**config.mk**
```make
export PLATFORM = sky130hd
export DESIGN_NAME = e2e_profile1_protect_check_unit_flat
export DESIGN_NICKNAME = d
export VERILOG_FILES = /design/src/design/e2ep1_pkg.sv /design/src/design/e2ep1_if.sv /design/src/design/e2ep1_byte_one.sv /design/src/design/e2e_profile1_protect_check_unit.sv /design/src/flat_wrapper.sv
export VERILOG_INCLUDE_DIRS = /design/src /design/src/design
export SDC_FILE = /design/constraint.sdc
export NUM_CORES = 1
export LEC_CHECK = 0
export ABC_AREA = 1
export BUFFER_PORTS_ARGS = -buffer_cell sky130_fd_sc_hd__buf_2
export CORE_MARGIN = 5
export CORE_UTILIZATION = 40
export DETAILED_ROUTE_END_ITERATION = 12
export PLACE_DENSITY = 0.56
export SYNTH_ARGS = -nofsm -noshare
export SYNTH_HDL_FRONTEND = slang
export SYNTH_SLANG_ARGS = --single-unit
```
**constraint.sdc**
```tcl
create_clock -name clock -period 5.7 [get_ports clock]
set_clock_uncertainty 0.15 [all_clocks]
set_input_delay 1.425 -clock clock [delete_from_list [all_inputs] [get_ports clock]]
set_output_delay 1.425 -clock clock [all_outputs]
set_load 0.1 [all_outputs]
```
**src/design/e2e_profile1_protect_check_unit_assert.svh**
```systemverilog
// assertion macros for the e2e profile 1 protect / check unit
`ifndef E2E_PROFILE1_PROTECT_CHECK_UNIT_ASSERT_SVH
`define E2E_PROFILE1_PROTECT_CHECK_UNIT_ASSERT_SVH

// same-cycle implication, disabled during reset
`define E2EP1_ASSERT_NOW(label, clk, rst, pre, post) \
   label: assert property (@(posedge clk) disable iff (rst) (pre) |-> (post)) \
      else $error("e2ep1 assertion failed");

// next-cycle implication, disabled during reset
`define E2EP1_ASSERT_NEXT(label, clk, rst, pre, post) \
   label: assert property (@(posedge clk) disable iff (rst) (pre) |=> (post)) \
      else $error("e2ep1 assertion failed");

`endif

```
**src/design/e2ep1_pkg.sv**
```systemverilog
package e2ep1_pkg;

   // crc-8 generator polynomial, start value and highest legal alive counter
   localparam logic [7:0] CRC_POLY    = 8'h1D;
   localparam logic [7:0] CRC_START   = 8'h00;
   localparam logic [3:0] COUNTER_MAX = 4'd14;

   // configuration write data width, that of the widest register
   localparam int CSR_DATA_WIDTH = 16;

   // configuration register indexes
   typedef enum logic [1:0] {
      REG_OPERATION       = 2'd0,
      REG_DATA_IDENTIFIER = 2'd1,
      REG_ID_MODE         = 2'd2,
      REG_BUMP_COUNTER    = 2'd3
   } reg_index_type;

   // operation codes
   typedef enum logic {
      OP_PROTECT = 1'b0,
      OP_CHECK   = 1'b1
   } operation_type;

   // data-id inclusion modes
   typedef enum logic [1:0] {
      MODE_BOTH      = 2'd0,
      MODE_ALTERNATE = 2'd1,
      MODE_LOW       = 2'd2,
      MODE_NIBBLE    = 2'd3
   } mode_type;

   // position inside the frame
   typedef enum logic [1:0] {
      POS_CRC     = 2'd0,
      POS_COUNTER = 2'd1,
      POS_DATA    = 2'd2
   } pos_type;

   // result of the byte 1 stage
   typedef struct packed {
      logic [3:0] counter;
      logic [7:0] byte_one;
      logic [7:0] crc;
      logic       field_error;
   } byte_one_type;

   // one result transaction
   typedef struct packed {
      logic [7:0] crc_value;
      logic [7:0] counter_byte;
      logic [3:0] alive_counter;
      logic       check_ok;
      logic       short_frame;
   } result_type;

   // one byte of crc-8, msb first, unrolled
   function automatic logic [7:0] crc8_update(input logic [7:0] crc, input logic [7:0] data);
      logic [7:0] v;
      v = crc ^ data;
      for (int i = 0; i < 8; i++) begin
         if (v[7]) begin
            v = {v[6:0], 1'b0} ^ CRC_POLY;
         end else begin
            v = {v[6:0], 1'b0};
         end
      end
      return v;
   endfunction

endpackage

```
**src/design/e2ep1_if.sv**
```systemverilog
// frame byte channel
interface e2ep1_req_if;
   logic       valid;
   logic       ready;
   logic [7:0] frame_byte;
   logic       frame_last;

   modport source (output valid, output frame_byte, output frame_last, input ready);
   modport sink (input valid, input frame_byte, input frame_last, output ready);
endinterface

// result channel
interface e2ep1_rsp_if;
   logic       valid;
   logic       ready;
   logic [7:0] crc_value;
   logic [7:0] counter_byte;
   logic [3:0] alive_counter;
   logic       check_ok;
   logic       short_frame;

   modport source (output valid, output crc_value, output counter_byte,
                   output alive_counter, output check_ok, output short_frame, input ready);
   modport sink (input valid, input crc_value, input counter_byte,
                 input alive_counter, input check_ok, input short_frame, output ready);
endinterface

```
**src/design/e2ep1_byte_one.sv**
```systemverilog
module e2ep1_byte_one
   import e2ep1_pkg::*;
(
   input  logic          [7:0]  byte_in,
   input  logic          [15:0] data_identifier,
   input  mode_type             id_mode,
   input  operation_type        operation,
   input  logic                 bump_counter,
   output byte_one_type         result
);

   logic [7:0] id_low;
   logic [7:0] id_high;
   logic [3:0] rx_counter;
   logic [3:0] counter;
   logic [3:0] counter_next;
   logic [7:0] byte_one;
   logic [7:0] prefix_crc;
   logic       nibble_error;

   assign id_low     = data_identifier[7:0];
   assign id_high    = data_identifier[15:8];
   assign rx_counter = byte_in[3:0];

   // field checks on the received byte
   assign nibble_error = (id_mode == MODE_NIBBLE) && (byte_in[7:4] != data_identifier[11:8]);

   // alive counter modulo 15
   always_comb begin
      if (rx_counter == COUNTER_MAX) begin
         counter_next = 4'd0;
      end else if (rx_counter > COUNTER_MAX) begin
         counter_next = 4'd1;
      end else begin
         counter_next = rx_counter + 4'd1;
      end
   end

   // byte 1 rewrite in protect mode
   always_comb begin
      counter  = rx_counter;
      byte_one = byte_in;
      if (operation == OP_PROTECT) begin
         if (bump_counter) begin
            counter       = counter_next;
            byte_one[3:0] = counter_next;
         end
         if (id_mode == MODE_NIBBLE) begin
            byte_one[7:4] = data_identifier[11:8];
         end
      end
   end

   // data-id prefix
   always_comb begin
      case (id_mode)
         MODE_BOTH: begin
            prefix_crc = crc8_update(crc8_update(CRC_START, id_low), id_high);
         end
         MODE_ALTERNATE: begin
            prefix_crc = crc8_update(CRC_START, counter[0] ? id_high : id_low);
         end
         MODE_LOW: begin
            prefix_crc = crc8_update(CRC_START, id_low);
         end
         default: begin
            prefix_crc = crc8_update(crc8_update(CRC_START, id_low), 8'h00);
         end
      endcase
   end

   assign result.counter     = counter;
   assign result.byte_one    = byte_one;
   assign result.crc         = crc8_update(prefix_crc, byte_one);
   assign result.field_error = (rx_counter > COUNTER_MAX) || nibble_error;

endmodule

```
**src/design/e2e_profile1_protect_check_unit.sv**
```systemverilog
// E2E profile 1 protect / check: takes a frame one byte per transaction on req_ch (byte 0
// is the received crc, byte 1 carries the alive counter, frame_last ends the frame) and
// gives one rsp_ch transaction per frame, registered after its last byte, with the crc-8
// over the data-id prefix and bytes 1..last. A byte is taken every cycle unless stalled;
// one byte's crc, and for byte 1 the prefix plus byte, is combinational. Results leave
// through an output register backed by a one-entry skid buffer, so req_ch.ready drops only
// while both are full. Configuration writes on csr_* take effect on the next byte.
module e2e_profile1_protect_check_unit
   import e2ep1_pkg::*;
(
   input  logic                      clock,
   input  logic                      reset,
   e2ep1_req_if.sink                 req_ch,
   e2ep1_rsp_if.source               rsp_ch,
   input  logic                      csr_wr_en,
   input  logic [1:0]                csr_index,
   input  logic [CSR_DATA_WIDTH-1:0] csr_wr_data
);

`include "e2e_profile1_protect_check_unit_assert.svh"

   // configuration registers
   operation_type operation_ff;
   logic [15:0]   data_identifier_ff;
   mode_type      id_mode_ff;
   logic          bump_counter_ff;

   // frame state
   pos_type    pos_ff, pos_in;
   logic [7:0] running_crc_ff, running_crc_in;
   logic [7:0] received_crc_ff, received_crc_in;
   logic [3:0] held_counter_ff, held_counter_in;
   logic [7:0] held_byte_one_ff, held_byte_one_in;
   logic       field_error_ff, field_error_in;

   // output register and skid
   result_type main_ff, main_in;
   result_type skid_ff, skid_in;
   logic       main_valid_ff, main_valid_in;
   logic       skid_valid_ff, skid_valid_in;

   logic         accept;
   logic         take;
   logic         produce;
   result_type   new_result;
   byte_one_type byte_one;
   logic [7:0]   frame_crc;
   logic         frame_error;

   assign accept = req_ch.valid && req_ch.ready;
   assign take   = rsp_ch.valid && rsp_ch.ready;

   // configuration writes
   always_ff @(posedge clock) begin
      if (reset) begin
         operation_ff       <= OP_PROTECT;
         data_identifier_ff <= '0;
         id_mode_ff         <= MODE_BOTH;
         bump_counter_ff    <= 1'b1;
      end else if (csr_wr_en) begin
         case (reg_index_type'(csr_index))
            REG_OPERATION:       operation_ff       <= operation_type'(csr_wr_data[0]);
            REG_DATA_IDENTIFIER: data_identifier_ff <= csr_wr_data[15:0];
            REG_ID_MODE:         id_mode_ff         <= mode_type'(csr_wr_data[1:0]);
            REG_BUMP_COUNTER:    bump_counter_ff    <= csr_wr_data[0];
            default: begin
            end
         endcase
      end
   end

   // byte 1 handling and prefix crc
   e2ep1_byte_one u_byte_one (
      .byte_in         (req_ch.frame_byte),
      .data_identifier (data_identifier_ff),
      .id_mode         (id_mode_ff),
      .operation       (operation_ff),
      .bump_counter    (bump_counter_ff),
      .result          (byte_one)
   );

   // next frame state
   always_comb begin
      pos_in           = pos_ff;
      running_crc_in   = running_crc_ff;
      received_crc_in  = received_crc_ff;
      held_counter_in  = held_counter_ff;
      held_byte_one_in = held_byte_one_ff;
      field_error_in   = field_error_ff;
      if (accept) begin
         case (pos_ff)
            POS_CRC: begin
               received_crc_in = req_ch.frame_byte;
               pos_in          = req_ch.frame_last ? POS_CRC : POS_COUNTER;
            end
            POS_COUNTER: begin
               held_counter_in  = byte_one.counter;
               held_byte_one_in = byte_one.byte_one;
               field_error_in   = byte_one.field_error;
               running_crc_in   = byte_one.crc;
               pos_in           = req_ch.frame_last ? POS_CRC : POS_DATA;
            end
            default: begin
               running_crc_in = frame_crc;
               pos_in         = req_ch.frame_last ? POS_CRC : POS_DATA;
            end
         endcase
      end
   end

   // result of the current byte
   always_comb begin
      frame_crc   = (pos_ff == POS_COUNTER) ? byte_one.crc
                                            : crc8_update(running_crc_ff, req_ch.frame_byte);
      frame_error = (pos_ff == POS_COUNTER) ? byte_one.field_error : field_error_ff;
      produce     = accept && req_ch.frame_last;
      new_result  = '0;
      case (pos_ff)
         POS_CRC: begin
            new_result.short_frame = 1'b1;
         end
         POS_COUNTER: begin
            new_result.crc_value     = frame_crc;
            new_result.counter_byte  = byte_one.byte_one;
            new_result.alive_counter = byte_one.counter;
         end
         default: begin
            new_result.crc_value     = frame_crc;
            new_result.counter_byte  = held_byte_one_ff;
            new_result.alive_counter = held_counter_ff;
         end
      endcase
      if (pos_ff != POS_CRC) begin
         new_result.check_ok = (operation_ff == OP_CHECK) && !frame_error
                               && (frame_crc == received_crc_ff);
      end
   end

   // output register with skid buffer
   always_comb begin
      main_in       = main_ff;
      main_valid_in = main_valid_ff;
      skid_in       = skid_ff;
      skid_valid_in = skid_valid_ff;
      if (!main_valid_ff || take) begin
         if (skid_valid_ff) begin
            main_in       = skid_ff;
            main_valid_in = 1'b1;
            skid_in       = new_result;
            skid_valid_in = produce;
         end else begin
            main_in       = new_result;
            main_valid_in = produce;
         end
      end else if (produce) begin
         skid_in       = new_result;
         skid_valid_in = 1'b1;
      end
   end

   always_ff @(posedge clock) begin
      if (reset) begin
         pos_ff           <= POS_CRC;
         running_crc_ff   <= '0;
         received_crc_ff  <= '0;
         held_counter_ff  <= '0;
         held_byte_one_ff <= '0;
         field_error_ff   <= 1'b0;
         main_valid_ff    <= 1'b0;
         skid_valid_ff    <= 1'b0;
      end else begin
         pos_ff           <= pos_in;
         running_crc_ff   <= running_crc_in;
         received_crc_ff  <= received_crc_in;
         held_counter_ff  <= held_counter_in;
         held_byte_one_ff <= held_byte_one_in;
         field_error_ff   <= field_error_in;
         main_valid_ff    <= main_valid_in;
         skid_valid_ff    <= skid_valid_in;
      end
   end

   always_ff @(posedge clock) begin
      main_ff <= main_in;
      skid_ff <= skid_in;
   end

   // channel outputs
   assign req_ch.ready         = !skid_valid_ff;
   assign rsp_ch.valid         = main_valid_ff;
   assign rsp_ch.crc_value     = main_ff.crc_value;
   assign rsp_ch.counter_byte  = main_ff.counter_byte;
   assign rsp_ch.alive_counter = main_ff.alive_counter;
   assign rsp_ch.check_ok      = main_ff.check_ok;
   assign rsp_ch.short_frame   = main_ff.short_frame;

   // assertions
   `E2EP1_ASSERT_NOW(a_skid_behind_main, clock, reset, skid_valid_ff, main_valid_ff)
   `E2EP1_ASSERT_NOW(a_short_frame_clean, clock, reset, rsp_ch.valid && rsp_ch.short_frame, (rsp_ch.crc_value == 8'h00) && !rsp_ch.check_ok)
   `E2EP1_ASSERT_NEXT(a_last_ends_frame, clock, reset, accept && req_ch.frame_last, pos_ff == POS_CRC)
   `E2EP1_ASSERT_NEXT(a_last_gives_result, clock, reset, accept && req_ch.frame_last, main_valid_ff)

endmodule

```
**src/flat_wrapper.sv**
```systemverilog
// flat-port wrapper written by rule: the top's interface ports become plain ports
module e2e_profile1_protect_check_unit_flat import e2ep1_pkg::*;
  (clock, reset, csr_wr_en, csr_index, csr_wr_data, req_ch_valid, req_ch_frame_byte, req_ch_frame_last, req_ch_ready, rsp_ch_valid, rsp_ch_crc_value, rsp_ch_counter_byte, rsp_ch_alive_counter, rsp_ch_check_ok, rsp_ch_short_frame, rsp_ch_ready);
  e2ep1_req_if req_ch_i ();
  e2ep1_rsp_if rsp_ch_i ();
  input  logic clock;
  input  logic reset;
  input  logic csr_wr_en;
  input  logic [1:0] csr_index;
  input  logic [CSR_DATA_WIDTH-1:0] csr_wr_data;
  input wire logic [$bits(req_ch_i.valid)-1:0] req_ch_valid;
  input wire logic [$bits(req_ch_i.frame_byte)-1:0] req_ch_frame_byte;
  input wire logic [$bits(req_ch_i.frame_last)-1:0] req_ch_frame_last;
  output wire logic [$bits(req_ch_i.ready)-1:0] req_ch_ready;
  output wire logic [$bits(rsp_ch_i.valid)-1:0] rsp_ch_valid;
  output wire logic [$bits(rsp_ch_i.crc_value)-1:0] rsp_ch_crc_value;
  output wire logic [$bits(rsp_ch_i.counter_byte)-1:0] rsp_ch_counter_byte;
  output wire logic [$bits(rsp_ch_i.alive_counter)-1:0] rsp_ch_alive_counter;
  output wire logic [$bits(rsp_ch_i.check_ok)-1:0] rsp_ch_check_ok;
  output wire logic [$bits(rsp_ch_i.short_frame)-1:0] rsp_ch_short_frame;
  input wire logic [$bits(rsp_ch_i.ready)-1:0] rsp_ch_ready;
  assign req_ch_i.valid = req_ch_valid;
  assign req_ch_i.frame_byte = req_ch_frame_byte;
  assign req_ch_i.frame_last = req_ch_frame_last;
  assign req_ch_ready = req_ch_i.ready;
  assign rsp_ch_valid = rsp_ch_i.valid;
  assign rsp_ch_crc_value = rsp_ch_i.crc_value;
  assign rsp_ch_counter_byte = rsp_ch_i.counter_byte;
  assign rsp_ch_alive_counter = rsp_ch_i.alive_counter;
  assign rsp_ch_check_ok = rsp_ch_i.check_ok;
  assign rsp_ch_short_frame = rsp_ch_i.short_frame;
  assign rsp_ch_i.ready = rsp_ch_ready;
  e2e_profile1_protect_check_unit u_core (.clock(clock), .reset(reset), .req_ch(req_ch_i), .rsp_ch(rsp_ch_i), .csr_wr_en(csr_wr_en), .csr_index(csr_index), .csr_wr_data(csr_wr_data));
endmodule
```
==> impl_metrics.env, run 1 <==
export IMPL_synth_top_area_share_pct=20.2
export IMPL_netlist_top_cells_area="nand2_1 (20%), edfxtp_1 (16%), dfxtp_1 (15%)"
export IMPL_tightestPinTransition_ns=1.11
export IMPL_total_power_w=0.00285
export IMPL_cts_sinks=85
export IMPL_cts_buffers=9
export IMPL_rows=47
export IMPL_synth_ff_type="dfxtp_1"
export IMPL_clk_latency_ns=0.35
export IMPL_grt_first_pass_wirelength_um=31900
export IMPL_regArea_mm2=0.00206
export IMPL_fin_setup_tns_ns=0
export IMPL_rsz0062_at_grt="false"
export IMPL_worst_ep_required_time_ns=5.66
export IMPL_min_delay_start="u_core.received_crc_ff[4]"
export IMPL_rr_endpoint="u_core.rsp_ch.check_ok"
export IMPL_cts_max_path_buffers=2
export IMPL_grt_pass1_vias=6049
export IMPL_slowest_stage="ha_1"
export IMPL_path_max_fanout=19
export IMPL_antenna_found_initial=0
export IMPL_place_ws_ns=0.459
export IMPL_drtPass1Iterations=6
export IMPL_cts_tree="done"
export IMPL_finalCritPeriodShare_pct=86.2
export IMPL_synth_simple_gate_area_share_pct=45.4
export IMPL_synth_top_cells_by_count="nand2_1 (363), nand3_1 (154), inv_1 (83)"
export IMPL_hold_class="reg2reg"
export IMPL_async_flop_share_pct=0
export IMPL_cap_violations=0
export IMPL_wl_per_cell_um=15.0
export IMPL_overflow=0
export IMPL_core_area_mm2=0.0166
export IMPL_die_h_um=140
export IMPL_post_synth_xor_area_fraction_pct=5.02
export IMPL_synth_compound_area_share_pct=10.3
export IMPL_place_gp_congestion=0.937
export IMPL_worstReg2RegStart="u_core.data_identifier_ff[4]"
export IMPL_synthesis_instances=1044
export IMPL_synth_nets=1078
export IMPL_leakagePower_nw=3.62
export IMPL_synth_top_family_by_area="simple AND/OR/NAND/NOR gates"
export IMPL_crit_top_cell="nand2_1"
export IMPL_yosys_warnings=0
export IMPL_seq_area_frac_synth_pct=30.5
export IMPL_period_needed_ns=4.91
export IMPL_hpwl_um=15600
export IMPL_max_slew_margin_rel_pct=25.5
export IMPL_synthDistinctLibCells=44
export IMPL_io_pins=56
export IMPL_synth_area_mux_share_pct=0
export IMPL_reg2reg_depth=32
export IMPL_placedCellCount=1292
export IMPL_startpoint_type="input pin"
export IMPL_hold_path_depth=2
export IMPL_synth_most_common_cell="nand2_1"
export IMPL_cts_root_buf="clkbuf_16"
export IMPL_grt_max_degree=38
export IMPL_die_area_mm2=0.0196
export IMPL_drc=0
export IMPL_crit_arrival_ns=4.88
export IMPL_run_status="complete, no violations"
export IMPL_min_to="u_core.received_crc_ff[4]"
export IMPL_wirelength_um=19600
export IMPL_cellPowerDensity_mw_per_mm2=384
export IMPL_stdcell_count=1308
export IMPL_track_usage_pct=20.2
export IMPL_cts_clk_slew_worst_paths_ns=0.07
export IMPL_cts_max_level=3
export IMPL_post_cts_buffers=0
export IMPL_vias_per_cell=5.12
export IMPL_clock_fmax_mhz=204
export IMPL_cp_end_kind="flip-flop"
export IMPL_critPathMaxStageDelay_ns=0.22
export IMPL_hold_violations=0
export IMPL_synth_edf_count=36
export IMPL_avgSynthCellArea_um2=6.47
export IMPL_multi_input_area_mm2=0.00413
export IMPL_numPortBuffers=55
export IMPL_syn_to_final_growth_pct=9.97
export IMPL_via_count=6696
export IMPL_drt_iter0_markers=472
export IMPL_finalSetupViolCount=0
export IMPL_final_nets=1117
export IMPL_nFillCells=1764
export IMPL_drv_slew=0
export IMPL_irDropWorstVdd_v=0.000231
export IMPL_ff2ff_setup_slack_ns=1.64
export IMPL_synthAdderAreaFrac_pct=0.371
export IMPL_start_util_pct=40.7
export IMPL_ctsResizeCount=0
export IMPL_synth_top_area_cell="nand2_1"
export IMPL_antenna_left=0
export IMPL_worst_slack_ns=0.786
export IMPL_synth_seq_cells=85
export IMPL_num_antenna_cells=0
export IMPL_crit_type="in2reg"
export IMPL_hold_buffers=0
export IMPL_die_w_um=140
export IMPL_layout_drive_gt1_share_pct=17.8
export IMPL_syn_cell_area_mm2=0.00675
## through the flow
| step | cell area, um2 | utilization (%) | hold slack [ns] |
|---|---|---|---|
| finish | 7420 | 44.8 | 0.340 |
| global route | 7420 | 44.8 | 0.366 |
| CTS | 7420 | 44.8 | 0.337 |
| detailed placement | 7130 | 43.0 | 0.326 |
| global placement | 7130 | 43.0 | 0.327 |
| floorplan | 6750 | - | 0.294 |
## cell families (layout without fill, tap and decap cells)
kind of cell,after synthesis,count (layout)
flops,85,85
compound gates,131,131
simple gates,662,662
buf+inv,127,171
xor+xnor,37,37
fa+ha+maj,2,2
## worst max-delay path, delay by kind of cell
kind,cells,cell delay [ns]
adder cells (fa/ha/maj),1,0.22
AND/OR/NAND/NOR,32,2.99
buffers and inverters,2,0.23
## sequential cells by signal, summed over array words and instances (netlist names), 2 cells and up
name / cells
u_core.pos_ff: 2
u_core.data_identifier_ff: 16
u_core.rsp_ch.counter_byte: 5
u_core.received_crc_ff: 8
u_core.rsp_ch.alive_counter: 3
u_core.id_mode_ff: 2
u_core.rsp_ch.crc_value: 8
u_core.skid_ff: 18
u_core.held_byte_one_ff: 8
u_core.running_crc_ff: 8
## worst max-delay path by stage
| stage | start | to | slack, ns | cells after the start |
|---|---|---|---|---|
| 2_1_floorplan | req_ch_frame_byte[0] | u_core.rsp_ch.check_ok | 1.33 | 32 |
| 3_3_place_gp | req_ch_frame_byte[0] | u_core.rsp_ch.check_ok | 0.51 | 32 |
| 3_5_place_dp | req_ch_frame_byte[0] | u_core.rsp_ch.check_ok | 0.46 | 32 |
| 4_1_cts | req_ch_frame_byte[0] | u_core.rsp_ch.check_ok | 0.83 | 32 |
| 5_1_grt | req_ch_frame_byte[0] | u_core.rsp_ch.check_ok | 0.39 | 32 |
| 6_report | req_ch_frame_byte[0] | u_core.rsp_ch.check_ok | 0.79 | 35 |
## layer usage
metal	up-vias	track usage (%)	share of wire [%]	routed length [um]
met4	0	5.00	1.7	329
met5	-	0	0	0
met1	3002	30.4	50	9780
met3	18	2.76	6.1	1200
li1	3488	-	-	-
met2	188	30.4	42	8300
## report_power, final
part	switching, W	total, W	internal (W)
logic	0.00110	0.00155	0.000446
registers	0.0000301	0.000725	0.000695
clock network	0.000270	0.000575	0.000305
total	0.00140	0.00285	0.00145
## final cells by class
class                           instances  area share [%]
Sequential cell                        85            27.8
Multi-Input combinational cell        832            55.6
Clock buffer                            9            3.03
Clock inverter                          7           0.910
Inverter                               99            5.14
Tap cell                              220            3.71
Timing Repair Buffer                   56            3.81
## placed cells by master, fill, tap and decap left out, types with 2 or more instances in the layout
master	count
nand3_2	14
nor2_1	30
clkinvlp_4	3
clkinv_1	2
nand2_4	6
xnor2_1	16
dfxtp_1	49
o22ai_1	4
inv_6	3
nand2_2	70
buf_2	55
inv_2	11
nor2_2	4
ha_1	2
clkbuf_16	9
or2_2	8
o211ai_1	4
edfxtp_1	36
nand2_1	363
o21ai_0	69
a21oi_1	42
inv_4	2
nor2_4	2
xor2_1	19
a31oi_1	4
nor3_1	5
nand3_1	154
inv_1	83
(Power assumes the default switching activity.)
==> inputs of run 2 (changes only) <==
PLACE_DENSITY = 0.54   (was 0.56)
==> impl_metrics.env, run 2 (synthesized netlist as in run 1, its figures left out) <==
export IMPL_run_status="complete, no violations"
export IMPL_drv_slew=0
export IMPL_die_h_um=140
export IMPL_min_delay_start="u_core.received_crc_ff[7]"
export IMPL_cap_violations=0
export IMPL_cts_sinks=85
export IMPL_drtPass1Iterations=7
export IMPL_cts_root_buf="clkbuf_16"
export IMPL_rsz0062_at_grt="false"
export IMPL_min_to="u_core.received_crc_ff[7]"
export IMPL_num_antenna_cells=0
export IMPL_clk_latency_ns=0.35
export IMPL_rr_endpoint="u_core.rsp_ch.check_ok"
export IMPL_vias_per_cell=5.10
export IMPL_cts_clk_slew_worst_paths_ns=0.07
export IMPL_drc=0
export IMPL_largest_reg_flops=18
export IMPL_largest_register="u_core.skid_ff"
export IMPL_overflow=0
export IMPL_slowest_stage="ha_1"
export IMPL_ctsResizeCount=0
export IMPL_largestRegisters="u_core.skid_ff (18), u_core.data_identifier_ff (16)"
export IMPL_hold_path_depth=2
export IMPL_io_pins=56
export IMPL_start_util_pct=40.7
export IMPL_placedCellCount=1293
export IMPL_final_cell_mix="nand2_1 (363), nand3_1 (154), inv_1 (83), nand2_2 (70), o21ai_0 (69)"
export IMPL_cts_max_path_buffers=2
export IMPL_cp_end_kind="flip-flop"
export IMPL_clock_fmax_mhz=203
export IMPL_total_power_w=0.00291
export IMPL_post_cts_buffers=0
export IMPL_syn_to_final_growth_pct=10.4
export IMPL_numPortBuffers=55
export IMPL_grt_pass1_vias=5962
export IMPL_reg2reg_depth=29
export IMPL_finalCritPeriodShare_pct=86.5
export IMPL_drt_iter0_markers=555
export IMPL_hold_violations=0
export IMPL_leakagePower_nw=3.64
export IMPL_hold_buffers=0
export IMPL_hold_class="reg2reg"
export IMPL_crit_start="req_ch_frame_byte[0]"
export IMPL_place_gp_congestion=0.901
export IMPL_grt_first_pass_wirelength_um=32100
export IMPL_wl_per_cell_um=15.2
export IMPL_grt_max_degree=38
export IMPL_startpoint_type="input pin"
export IMPL_max_slew_margin_rel_pct=31.8
export IMPL_cts_max_level=3
export IMPL_core_area_mm2=0.0166
export IMPL_die_w_um=140
export IMPL_hpwl_um=15900
export IMPL_track_usage_pct=20.5
export IMPL_critPathMaxStageDelay_ns=0.22
export IMPL_final_common_cell="nand2_1"
export IMPL_wirelength_um=19900
export IMPL_die_area_mm2=0.0196
export IMPL_crit_top_cell="nand2_1"
export IMPL_worstReg2RegStart="u_core.data_identifier_ff[4]"
export IMPL_antenna_found_initial=0
export IMPL_path_max_fanout=19
export IMPL_layout_drive_gt1_share_pct=17.9
export IMPL_place_ws_ns=0.399
export IMPL_fin_setup_tns_ns=0
export IMPL_irDropWorstVdd_v=0.000212
export IMPL_via_count=6671
export IMPL_cts_buffers=9
export IMPL_finalSetupViolCount=0
export IMPL_whs_ns=0.334
export IMPL_stdcell_count=1309
export IMPL_worst_slack_ns=0.767
export IMPL_final_nets=1118
export IMPL_cts_tree="done"
export IMPL_crit_type="in2reg"
export IMPL_tightestPinTransition_ns=1.02
export IMPL_period_needed_ns=4.93
export IMPL_rows=47
export IMPL_crit_arrival_ns=4.89
export IMPL_antenna_left=0
export IMPL_worst_ep_required_time_ns=5.66
export IMPL_ff2ff_setup_slack_ns=1.64
export IMPL_cellPowerDensity_mw_per_mm2=391
==> run 2: layout make-up <==
type                            instances  area (um2)
Clock buffer                            9         225
Sequential cell                        85        2060
Clock inverter                          7        86.3
Multi-Input combinational cell        832        4130
Timing Repair Buffer                   57         290
Tap cell                              220         275
Inverter                               99         382
Fill cell                            1807        9130
==> run 2: stage by stage <==
step	util (%)	cell area, um2
after detailed placement	43.0	7140
after CTS	44.9	7450
after global routing	44.9	7450
final	44.9	7450
after floorplan	-	6750
after global placement	43.0	7140
==> run 2: metal layers <==
metal  vias up  GRT usage, %  routed length, um
met5         -             0                  0
met4         0          5.30                311
met3        18          2.86               1190
met2       205          28.9               8140
met1      2970          32.3              10300
li1       3478             -                  -
==> run 2: report_power, final <==
| group | total [W] | switching, W | internal [W] | leakage (nW) |
|---|---|---|---|---|
| Clock | 0.000629 | 0.000278 | 0.000351 | 0.151 |
| Combinational | 0.00156 | 0.00111 | 0.000447 | 2.72 |
| Sequential | 0.000724 | 0.0000293 | 0.000695 | 0.775 |
| Total | 0.00291 | 0.00142 | 0.00149 | 3.64 |
==> run 2: worst max path at each step <==
stage                        endpoint  slack [ns]  cells past startpoint
5_1_grt        u_core.rsp_ch.check_ok        0.30                     34
3_3_place_gp   u_core.rsp_ch.check_ok        0.45                     35
6_report       u_core.rsp_ch.check_ok        0.77                     35
3_5_place_dp   u_core.rsp_ch.check_ok        0.40                     35
4_1_cts        u_core.rsp_ch.check_ok        0.77                     35
2_1_floorplan  u_core.rsp_ch.check_ok        1.33                     32
==> run 2: worst max-delay path: cells and delay by family <==
kind / cells / cell delay [ns]
adders and majority gates: 1 / 0.22
buffers and inverters: 2 / 0.24
and+or+nand+nor: 32 / 2.98
